### src/hdl/sgw_pkg.sv
// ----------------------------------------------------------------------------
// Setpoint guard package
// Widths, codes and reset values shared by the guard and its channels.
// ----------------------------------------------------------------------------
package sgw_pkg;

	localparam int JOINT_COUNT = 6;
	localparam int PORT_JOINTS = 6;
	localparam int ANGLE_WIDTH = 24;
	localparam int LIMIT_W     = 23;
	localparam int TIMEOUT_W   = 16;
	localparam int SILENCE_W   = 17;
	localparam int JOINT_IDX_W = 3;
	localparam int DIFF_W      = ANGLE_WIDTH + 1;
	localparam int CMP_W       = (DIFF_W > LIMIT_W) ? DIFF_W : LIMIT_W;

	typedef logic signed [ANGLE_WIDTH-1:0] angle_t;
	typedef logic        [LIMIT_W-1:0]     limit_t;
	typedef logic        [TIMEOUT_W-1:0]   timeout_t;
	typedef logic        [SILENCE_W-1:0]   silence_t;
	typedef logic        [1:0]             cmd_t;
	typedef logic        [1:0]             reg_idx_t;

	localparam cmd_t CMD_TICK    = 2'd0;
	localparam cmd_t CMD_FRAME   = 2'd1;
	localparam cmd_t CMD_ENCODER = 2'd2;

	localparam reg_idx_t REG_RANGE_LIMIT = 2'd0;
	localparam reg_idx_t REG_STEP_LIMIT  = 2'd1;
	localparam reg_idx_t REG_TIMEOUT_MS  = 2'd2;

	localparam limit_t   RANGE_LIMIT_RST = LIMIT_W'(72000);
	localparam limit_t   STEP_LIMIT_RST  = LIMIT_W'(3000);
	localparam timeout_t TIMEOUT_MS_RST  = TIMEOUT_W'(1000);
	localparam silence_t SILENCE_MAX     = '1;

	typedef enum logic [2:0] {
		STAT_NONE      = 3'd0,
		STAT_ACCEPT    = 3'd1,
		STAT_ACCEPT_EN = 3'd2,
		STAT_RANGE     = 3'd3,
		STAT_STEP      = 3'd4,
		STAT_TIMEOUT   = 3'd5
	} status_t;

endpackage

### src/hdl/sgw_in_if.sv
// ----------------------------------------------------------------------------
// Setpoint guard input channel
// Valid/ready channel carrying one command, frame or encoder word.
// ----------------------------------------------------------------------------
interface sgw_in_if;
	logic           valid;
	logic           ready;
	sgw_pkg::cmd_t   command;
	sgw_pkg::angle_t angle_one;
	sgw_pkg::angle_t angle_two;
	sgw_pkg::angle_t angle_three;
	sgw_pkg::angle_t angle_four;
	sgw_pkg::angle_t angle_five;
	sgw_pkg::angle_t angle_six;

	modport source (
		output valid, command, angle_one, angle_two, angle_three,
		angle_four, angle_five, angle_six,
		input  ready
	);
	modport sink (
		input  valid, command, angle_one, angle_two, angle_three,
		angle_four, angle_five, angle_six,
		output ready
	);
endinterface

### src/hdl/sgw_out_if.sv
// ----------------------------------------------------------------------------
// Setpoint guard result channel
// Valid/ready channel carrying status and held targets for one word.
// ----------------------------------------------------------------------------
interface sgw_out_if;
	logic            valid;
	logic            ready;
	logic [2:0]      status;
	logic [2:0]      failing_joint;
	logic            enabled;
	sgw_pkg::angle_t target_one;
	sgw_pkg::angle_t target_two;
	sgw_pkg::angle_t target_three;
	sgw_pkg::angle_t target_four;
	sgw_pkg::angle_t target_five;
	sgw_pkg::angle_t target_six;

	modport source (
		output valid, status, failing_joint, enabled, target_one, target_two,
		target_three, target_four, target_five, target_six,
		input  ready
	);
	modport sink (
		input  valid, status, failing_joint, enabled, target_one, target_two,
		target_three, target_four, target_five, target_six,
		output ready
	);
endinterface

### src/hdl/setpoint_guard_watchdog.sv
// A word taken by the input register moves on into the result register
// when the result side is not stalled.
// Throughput: one word per cycle; while a result waits the input register takes
// one more word, then input stalls until the result word is taken.
// Reset (arst_n low, asynchronous): limits return to their defaults, targets
// and encoder angles clear, guard off, silence count zero, both stages empty.
// ----------------------------------------------------------------------------
// Setpoint guard watchdog
// Range and step checks on six joint setpoints with a silence timeout.
// ----------------------------------------------------------------------------
module setpoint_guard_watchdog (
	input  logic                 clk,
	input  logic                 arst_n,
	input  logic                 wr_en,
	input  sgw_pkg::reg_idx_t    wr_index,
	input  sgw_pkg::limit_t      wr_data,
	sgw_in_if.sink               in_ch,
	sgw_out_if.source            out_ch
);

	localparam int JC = sgw_pkg::JOINT_COUNT;
	localparam int PJ = sgw_pkg::PORT_JOINTS;
	localparam int AW = sgw_pkg::ANGLE_WIDTH;
	localparam int DW = sgw_pkg::DIFF_W;
	localparam int CW = sgw_pkg::CMP_W;

	sgw_pkg::limit_t   range_limit_q;
	sgw_pkg::limit_t   step_limit_q;
	sgw_pkg::timeout_t timeout_q;

	sgw_pkg::angle_t   ang_in [PJ];
	logic              valid_s1;
	sgw_pkg::cmd_t     cmd_s1;
	sgw_pkg::angle_t   ang_s1 [JC];

	sgw_pkg::angle_t   targets_q [PJ];
	sgw_pkg::angle_t   meas_q [JC];
	logic              guard_q;
	sgw_pkg::silence_t silence_q;

	sgw_pkg::angle_t   targets_n [PJ];
	sgw_pkg::angle_t   meas_n [JC];
	logic              guard_n;
	sgw_pkg::silence_t silence_n;
	sgw_pkg::silence_t silence_inc;
	sgw_pkg::status_t  status_n;
	logic [2:0]        fail_n;
	logic              fail_found;
	logic [DW-1:0]     ang_ext [JC];
	logic [DW-1:0]     diff [JC];
	logic [DW-1:0]     abs_ang [JC];
	logic [DW-1:0]     abs_step [JC];
	logic              range_bad [JC];
	logic              step_bad [JC];

	logic              out_valid_q;
	sgw_pkg::status_t  status_s2;
	logic [2:0]        fail_s2;
	logic              enabled_s2;
	sgw_pkg::angle_t   targets_s2 [PJ];

	logic              advance;
	logic              take;

	assign ang_in[0] = in_ch.angle_one;
	assign ang_in[1] = in_ch.angle_two;
	assign ang_in[2] = in_ch.angle_three;
	assign ang_in[3] = in_ch.angle_four;
	assign ang_in[4] = in_ch.angle_five;
	assign ang_in[5] = in_ch.angle_six;

	assign advance     = !out_valid_q || out_ch.ready;
	assign in_ch.ready = !valid_s1 || advance;
	assign take        = in_ch.valid && in_ch.ready;

	always_ff @(posedge clk or negedge arst_n) begin
		if (!arst_n) begin
			range_limit_q <= sgw_pkg::RANGE_LIMIT_RST;
			step_limit_q  <= sgw_pkg::STEP_LIMIT_RST;
			timeout_q     <= sgw_pkg::TIMEOUT_MS_RST;
		end else if (wr_en) begin
			unique case (wr_index)
				sgw_pkg::REG_RANGE_LIMIT: range_limit_q <= wr_data;
				sgw_pkg::REG_STEP_LIMIT:  step_limit_q  <= wr_data;
				sgw_pkg::REG_TIMEOUT_MS:  timeout_q     <= wr_data[sgw_pkg::TIMEOUT_W-1:0];
				default: ;
			endcase
		end
	end

	// input stage
	always_ff @(posedge clk or negedge arst_n) begin
		if (!arst_n) begin
			valid_s1 <= 1'b0;
		end else if (in_ch.ready) begin
			valid_s1 <= in_ch.valid;
		end
	end

	always_ff @(posedge clk) begin
		if (take) begin
			cmd_s1 <= in_ch.command;
			for (int j = 0; j < JC; j++) begin
				ang_s1[j] <= ang_in[j];
			end
		end
	end

	always_comb begin
		for (int j = 0; j < JC; j++) begin
			ang_ext[j]   = {ang_s1[j][AW-1], ang_s1[j]};
			diff[j]      = ang_ext[j] - {targets_q[j][AW-1], targets_q[j]};
			abs_ang[j]   = ang_ext[j][DW-1] ? (~ang_ext[j] + 1'b1) : ang_ext[j];
			abs_step[j]  = diff[j][DW-1] ? (~diff[j] + 1'b1) : diff[j];
			range_bad[j] = CW'(abs_ang[j]) > CW'(range_limit_q);
			step_bad[j]  = CW'(abs_step[j]) > CW'(step_limit_q);
		end
	end

	always_comb begin
		targets_n   = targets_q;
		meas_n      = meas_q;
		guard_n     = guard_q;
		silence_n   = silence_q;
		status_n    = sgw_pkg::STAT_NONE;
		fail_n      = '0;
		fail_found  = 1'b0;
		silence_inc = (silence_q == sgw_pkg::SILENCE_MAX) ? silence_q : silence_q + 1'b1;
		case (cmd_s1)
			sgw_pkg::CMD_TICK: begin
				silence_n = silence_inc;
				if (guard_q && (silence_inc > sgw_pkg::SILENCE_W'(timeout_q))) begin
					guard_n  = 1'b0;
					status_n = sgw_pkg::STAT_TIMEOUT;
				end
			end
			sgw_pkg::CMD_FRAME: begin
				for (int j = 0; j < JC; j++) begin
					if (!fail_found) begin
						if (range_bad[j]) begin
							fail_found = 1'b1;
							status_n   = sgw_pkg::STAT_RANGE;
							fail_n     = 3'(j);
						end else if (guard_q && step_bad[j]) begin
							fail_found = 1'b1;
							status_n   = sgw_pkg::STAT_STEP;
							fail_n     = 3'(j);
						end
					end
				end
				if (!fail_found) begin
					silence_n = '0;
					if (guard_q) begin
						for (int j = 0; j < JC; j++) begin
							targets_n[j] = ang_s1[j];
						end
						status_n = sgw_pkg::STAT_ACCEPT;
					end else begin
						for (int j = 0; j < JC; j++) begin
							targets_n[j] = meas_q[j];
						end
						guard_n  = 1'b1;
						status_n = sgw_pkg::STAT_ACCEPT_EN;
					end
				end
			end
			sgw_pkg::CMD_ENCODER: begin
				for (int j = 0; j < JC; j++) begin
					meas_n[j] = ang_s1[j];
				end
			end
			default: ;
		endcase
	end

	// guard state, updated as the word moves into the result register
	always_ff @(posedge clk or negedge arst_n) begin
		if (!arst_n) begin
			guard_q   <= 1'b0;
			silence_q <= '0;
			for (int j = 0; j < PJ; j++) begin
				targets_q[j] <= '0;
			end
			for (int j = 0; j < JC; j++) begin
				meas_q[j] <= '0;
			end
		end else if (valid_s1 && advance) begin
			guard_q   <= guard_n;
			silence_q <= silence_n;
			targets_q <= targets_n;
			meas_q    <= meas_n;
		end
	end

	// result stage
	always_ff @(posedge clk or negedge arst_n) begin
		if (!arst_n) begin
			out_valid_q <= 1'b0;
		end else if (advance) begin
			out_valid_q <= valid_s1;
		end
	end

	always_ff @(posedge clk) begin
		if (valid_s1 && advance) begin
			status_s2  <= status_n;
			fail_s2    <= fail_n;
			enabled_s2 <= guard_n;
			targets_s2 <= targets_n;
		end
	end

	assign out_ch.valid         = out_valid_q;
	assign out_ch.status        = status_s2;
	assign out_ch.failing_joint = fail_s2;
	assign out_ch.enabled       = enabled_s2;
	assign out_ch.target_one    = targets_s2[0];
	assign out_ch.target_two    = targets_s2[1];
	assign out_ch.target_three  = targets_s2[2];
	assign out_ch.target_four   = targets_s2[3];
	assign out_ch.target_five   = targets_s2[4];
	assign out_ch.target_six    = targets_s2[5];

endmodule

### src/flat_wrapper.sv
// flat-port wrapper written by rule: the top's interface ports become plain ports
module setpoint_guard_watchdog_flat 
  (clk, arst_n, wr_en, wr_index, wr_data, in_ch_valid, in_ch_command, in_ch_angle_one, in_ch_angle_two, in_ch_angle_three, in_ch_angle_four, in_ch_angle_five, in_ch_angle_six, in_ch_ready, out_ch_valid, out_ch_status, out_ch_failing_joint, out_ch_enabled, out_ch_target_one, out_ch_target_two, out_ch_target_three, out_ch_target_four, out_ch_target_five, out_ch_target_six, out_ch_ready);
  sgw_in_if in_ch_i ();
  sgw_out_if out_ch_i ();
  input  logic clk;
  input  logic arst_n;
  input  logic wr_en;
  input  sgw_pkg::reg_idx_t wr_index;
  input  sgw_pkg::limit_t wr_data;
  input wire logic [$bits(in_ch_i.valid)-1:0] in_ch_valid;
  input wire logic [$bits(in_ch_i.command)-1:0] in_ch_command;
  input wire logic [$bits(in_ch_i.angle_one)-1:0] in_ch_angle_one;
  input wire logic [$bits(in_ch_i.angle_two)-1:0] in_ch_angle_two;
  input wire logic [$bits(in_ch_i.angle_three)-1:0] in_ch_angle_three;
  input wire logic [$bits(in_ch_i.angle_four)-1:0] in_ch_angle_four;
  input wire logic [$bits(in_ch_i.angle_five)-1:0] in_ch_angle_five;
  input wire logic [$bits(in_ch_i.angle_six)-1:0] in_ch_angle_six;
  output wire logic [$bits(in_ch_i.ready)-1:0] in_ch_ready;
  output wire logic [$bits(out_ch_i.valid)-1:0] out_ch_valid;
  output wire logic [$bits(out_ch_i.status)-1:0] out_ch_status;
  output wire logic [$bits(out_ch_i.failing_joint)-1:0] out_ch_failing_joint;
  output wire logic [$bits(out_ch_i.enabled)-1:0] out_ch_enabled;
  output wire logic [$bits(out_ch_i.target_one)-1:0] out_ch_target_one;
  output wire logic [$bits(out_ch_i.target_two)-1:0] out_ch_target_two;
  output wire logic [$bits(out_ch_i.target_three)-1:0] out_ch_target_three;
  output wire logic [$bits(out_ch_i.target_four)-1:0] out_ch_target_four;
  output wire logic [$bits(out_ch_i.target_five)-1:0] out_ch_target_five;
  output wire logic [$bits(out_ch_i.target_six)-1:0] out_ch_target_six;
  input wire logic [$bits(out_ch_i.ready)-1:0] out_ch_ready;
  assign in_ch_i.valid = in_ch_valid;
  assign in_ch_i.command = in_ch_command;
  assign in_ch_i.angle_one = in_ch_angle_one;
  assign in_ch_i.angle_two = in_ch_angle_two;
  assign in_ch_i.angle_three = in_ch_angle_three;
  assign in_ch_i.angle_four = in_ch_angle_four;
  assign in_ch_i.angle_five = in_ch_angle_five;
  assign in_ch_i.angle_six = in_ch_angle_six;
  assign in_ch_ready = in_ch_i.ready;
  assign out_ch_valid = out_ch_i.valid;
  assign out_ch_status = out_ch_i.status;
  assign out_ch_failing_joint = out_ch_i.failing_joint;
  assign out_ch_enabled = out_ch_i.enabled;
  assign out_ch_target_one = out_ch_i.target_one;
  assign out_ch_target_two = out_ch_i.target_two;
  assign out_ch_target_three = out_ch_i.target_three;
  assign out_ch_target_four = out_ch_i.target_four;
  assign out_ch_target_five = out_ch_i.target_five;
  assign out_ch_target_six = out_ch_i.target_six;
  assign out_ch_i.ready = out_ch_ready;
  setpoint_guard_watchdog u_core (.clk(clk), .arst_n(arst_n), .wr_en(wr_en), .wr_index(wr_index), .wr_data(wr_data), .in_ch(in_ch_i), .out_ch(out_ch_i));
endmodule
### config.mk
export PLATFORM = sky130hd
export DESIGN_NAME = setpoint_guard_watchdog_flat
export DESIGN_NICKNAME = d
export VERILOG_FILES = /design/src/hdl/sgw_pkg.sv /design/src/hdl/sgw_in_if.sv /design/src/hdl/sgw_out_if.sv /design/src/hdl/setpoint_guard_watchdog.sv /design/src/flat_wrapper.sv
export SDC_FILE = /design/constraint.sdc
export NUM_CORES = 2
export LEC_CHECK = 0
export ABC_CLOCK_PERIOD_IN_PS = 7600
export BUFFER_PORTS_ARGS = -buffer_cell sky130_fd_sc_hd__buf_2
export CAP_MARGIN = 20
export CORE_AREA = 2 2 408 410
export DETAILED_ROUTE_END_ITERATION = 12
export DIE_AREA = 0 0 410 412
export PLACE_DENSITY = 0.46
export SETUP_SLACK_MARGIN = 0.5
export SYNTH_ARGS = -nofsm -noshare
export SYNTH_HDL_FRONTEND = slang
export SYNTH_SLANG_ARGS = --single-unit
### constraint.sdc
create_clock -name clk -period 7.6 [get_ports clk]
set_clock_uncertainty 0.15 [all_clocks]
set_input_delay 1.14 -clock clk [delete_from_list [all_inputs] [get_ports clk]]
set_output_delay 1.14 -clock clk [all_outputs]
set_load 0.01 [all_outputs]
==> results.py <==
metrics = {
    "yosys": {
        "synthesis.nets": 5405,
        "synthesis.area_um2": 49040,
        "ys_seq_elements": 667,
        "synth_enable_flop_cells": 297,
        "yosys.cell_types.count": 99,
        "synthCells": 4774,
        "ys_warn_count": 0,
        "synthArstFlopShare_pct": 55.47,
        "ys.flop_type": "dfrtp_1",
        "avgSynthCellArea_um2": 10.27,
        "seq_area_frac_synth_pct": 37.11,
    },
    "global_routing": {
        "grt_first_pass_wirelength_um": 250600,
        "grt_overflow_total": 0,
        "grt_max_degree": 141,
        "grt_usage_pct": 19.74,
        "grt_pass1_vias": 38150,
        "antenna_found_initial": 26,
    },
    "critical_path": {
        "reg2reg_to": "u_core.out_ch.target_four[3]",
        "required_ns": 7.91,
        "endpoint_kind": "register",
        "cpMaxStageDelayCell": "or4b_4",
        "ff2ff_setup_slack_ns": 0.41,
        "r2r_start": "u_core.ang_s1[1][0]",
        "r2r_cells": 29,
        "path_class": "reg2reg",
        "critPathArrivalTime_ns": 7.50,
        "worstSetupStartpointType": "register",
        "slowest_delay_ns": 0.52,
        "worstPathMaxFanout": 6,
        "crit_start": "u_core.ang_s1[1][0]",
        "crit_path_end": "u_core.out_ch.target_four[3]",
    },
    "final_layout": {
        "mostFrequentLayoutCells": "443 x ha_1, 377 x mux2_2, 351 x dfrtp_1",
        "utilization_pct": 35.75,
        "seqCellArea_um2": 18200,
        "num-fill-cells": 16580,
        "nets": 5829,
        "multi_input_comb_area_um2": 30070,
        "layout_commonest_cell": "ha_1",
        "drive_above_1_share_pct": 26.19,
        "syn2layout_area_growth_pct": 19.74,
    },
    "route": {
        "vias": 39200,
        "top_layer": "met5",
        "wire_per_inst_um": 23.44,
        "routed_via_density": 5.251,
        "drcViolationCount": 0,
        "wirelength_um": 174900,
        "met3_length_um": 8702,
        "drt_pre_antenna_iters": 5,
        "drt-initial-drc-count": 2695,
        "ant_nets": 0,
        "wl_met1_um": 82720,
        "wl_met2_um": 78150,
    },
    "run": {
        "cap_violations": 0,
    },
    "clocking": {
        "cts_tree": "done",
        "clk_pin_slew_ns": 0.06,
        "max-clock-path-buffers": 3,
        "clkLatencyLatePin_ns": 0.74,
        "numCtsBuffers": 84,
        "cts.sinks": 667,
        "root_buffer": "clkbuf_16",
        "ctsHtreeMaxLevel": 3,
    },
    "floorplan": {
        "num_rows": 149,
        "die_x_um": 410,
        "pin_count": 329,
        "core_area_um2": 164200,
        "die_h_um": 412,
        "dieArea_um2": 168900,
        "initial_core_util_pct": 29.86,
    },
    "power_and_ir_drop": {
        "powerDensity_nw_per_um2": 370.6,
        "p_leak_nw": 24.11,
        "comb_power_share_pct": 56.6,
        "vdd_drop_max_mv": 0.2144,
        "p_sw_share_pct": 42.60,
        "internal-power_mw": 12.49,
        "seqPwrFrac_pct": 24.6,
        "power_frac_clock_pct": 18.8,
        "power_switching_mw": 9.269,
    },
    "sta": {
        "rsz0062_at_grt": "true",
        "finalCriticalPeriod_ns": 7.190,
        "hold_slack_ns": 0.2667,
        "worst_pin_slew_ns": 1.145,
        "finalSetupTns_ns": 0,
        "fmax_mhz": 139.1,
        "slew_headroom_pct": 23.58,
        "hold_violations": 0,
        "slew_viol_final": 0,
        "setup_viol": 0,
        "final.period_utilization_pct": 94.61,
    },
    "place": {
        "numPortBuffers": 328,
        "hpwl_um": 124900,
        "gp_congestion": 0.8712,
    },
    "status": {
        "status": "finished, final reports clean",
    },
    "hold_path": {
        "min_path_type": "in2async",
    },
}
[cell families (layout without fill, tap and decap cells)]
kind of cell,count (synthesis),after routing,share of synthesized area (%)
buffers and inverters,451,947,3.863
AOI/OAI and AO/OA,1085,1085,14.50
and+or+nand+nor,1145,1145,12.06
adders and majority gates,455,455,11.70
DFF,667,667,37.11
other,0,5,0
xor gates and xnor gates,347,347,6.197
muxes,624,624,14.57
[worst min path at each step]
stage | from | to | slack [ns]
after floorplan | u_core.meas_q[0] | u_core.meas_q[0] | 0.30
after global placement | u_core.meas_q[119] | u_core.meas_q[119] | 0.31
after detailed placement | u_core.meas_q[96] | u_core.meas_q[96] | 0.32
after CTS | arst_n | u_core.targets_q[10] | 0.24
after global routing | arst_n | u_core.targets_q[11] | 0.31
final | arst_n | u_core.targets_q[10] | 0.27
[flip-flops by register name (all words and copies together) (netlist names), 24 cells and up]
signal / count
u_core.out_ch.target_five: 24
u_core.out_ch.target_six: 24
u_core.out_ch.target_one: 24
u_core.out_ch.target_three: 24
u_core.out_ch.target_four: 24
u_core.targets_q: 144
u_core.out_ch.target_two: 24
u_core.meas_q: 144
u_core.ang_s1: 144
[area by class of cell]
| class | instances | share of cell area [%] |
|---|---|---|
| multi-input combinational | 3656 | 51.21 |
| sequential | 667 | 31.00 |
| timing repair buffer | 508 | 6.550 |
| tap | 2189 | 4.664 |
| clock buffer | 123 | 4.163 |
| inverter | 281 | 1.809 |
| clock inverter | 35 | 0.5774 |
| antenna | 5 | 0.02131 |
[what timing repair did]
item                       in CTS  in global routing
hold buffers                    0                  0
setup endpoints to repair     306                310
setup buffers                  24                 13
hold endpoints to repair        0                  0
pin swaps                      14                 19
resized for setup              58                259
gates cloned                    6                 22
[cells in the mapped netlist (40+ instances only)]
master | instances | area, µm²
mux2_2 | 511 | 5754
ha_1 | 449 | 5618
dfrtp_1 | 352 | 8808
nand2_1 | 322 | 1209
edfxtp_1 | 297 | 8919
inv_1 | 281 | 1055
o21ai_0 | 267 | 1336
xnor2_1 | 259 | 2268
a21oi_1 | 258 | 1291
nor2_1 | 198 | 743.2
clkbuf_1 | 125 | 469.2
a21o_1 | 91 | 683.2
nand3_1 | 89 | 445.4
nor3_1 | 89 | 445.4
xor2_1 | 88 | 770.7
nand4_1 | 80 | 500.5
o31ai_1 | 63 | 473.0
mux2_1 | 62 | 698.2
or3_1 | 62 | 387.9
o21a_1 | 54 | 405.4
a211oi_1 | 46 | 345.3
nand2b_1 | 44 | 275.3
nor2b_1 | 40 | 250.2
[power groups by stage]
| stage | Combinational (mW) | Sequential, mW | Clock (mW) |
|---|---|---|---|
| after floorplan | 8.39 | 5.19 | 0 |
| after global placement | 11.4 | 5.39 | 0 |
| after detailed placement | 11.5 | 5.39 | 0 |
| after CTS | 11.8 | 5.34 | 4.24 |
| after global routing | 13.6 | 5.45 | 4.37 |
| final | 12.3 | 5.35 | 4.10 |
[routing by layer]
layer	GRT usage, %	up-vias
li1	-	18620
met1	27.73	19410
met2	31.41	941
met3	2.518	211
met4	6.218	6
met5	0	-
[worst max-delay path: cells and delay by family (launching register included)]
| kind | cells | cell delay (ns) |
|---|---|---|
| AO/OA/AOI/OAI | 10 | 2.20 |
| AND/OR/NAND/NOR | 8 | 2.09 |
| adder cells (fa/ha/maj) | 3 | 0.86 |
| buffers and inverters | 6 | 0.75 |
| flip-flops | 1 | 0.41 |
| multiplexers | 1 | 0.30 |
| XOR/XNOR | 1 | 0.15 |
[through the flow]
step / power [mW] / instances / instance area (µm²) / setup slack [ns]
after global placement: 16.77 / 7236 / 53660 / 0.005628
after detailed placement: 16.89 / 7236 / 53660 / -0.03102
final: 21.76 / 7464 / 58720 / 0.4096
after global routing: 23.44 / 7459 / 58710 / 0.1210
after floorplan: 13.57 / 4774 / 49040 / 0.7624
after CTS: 21.35 / 7424 / 57130 / 0.5004
Note: power is estimated with default switching activity, not from simulation.
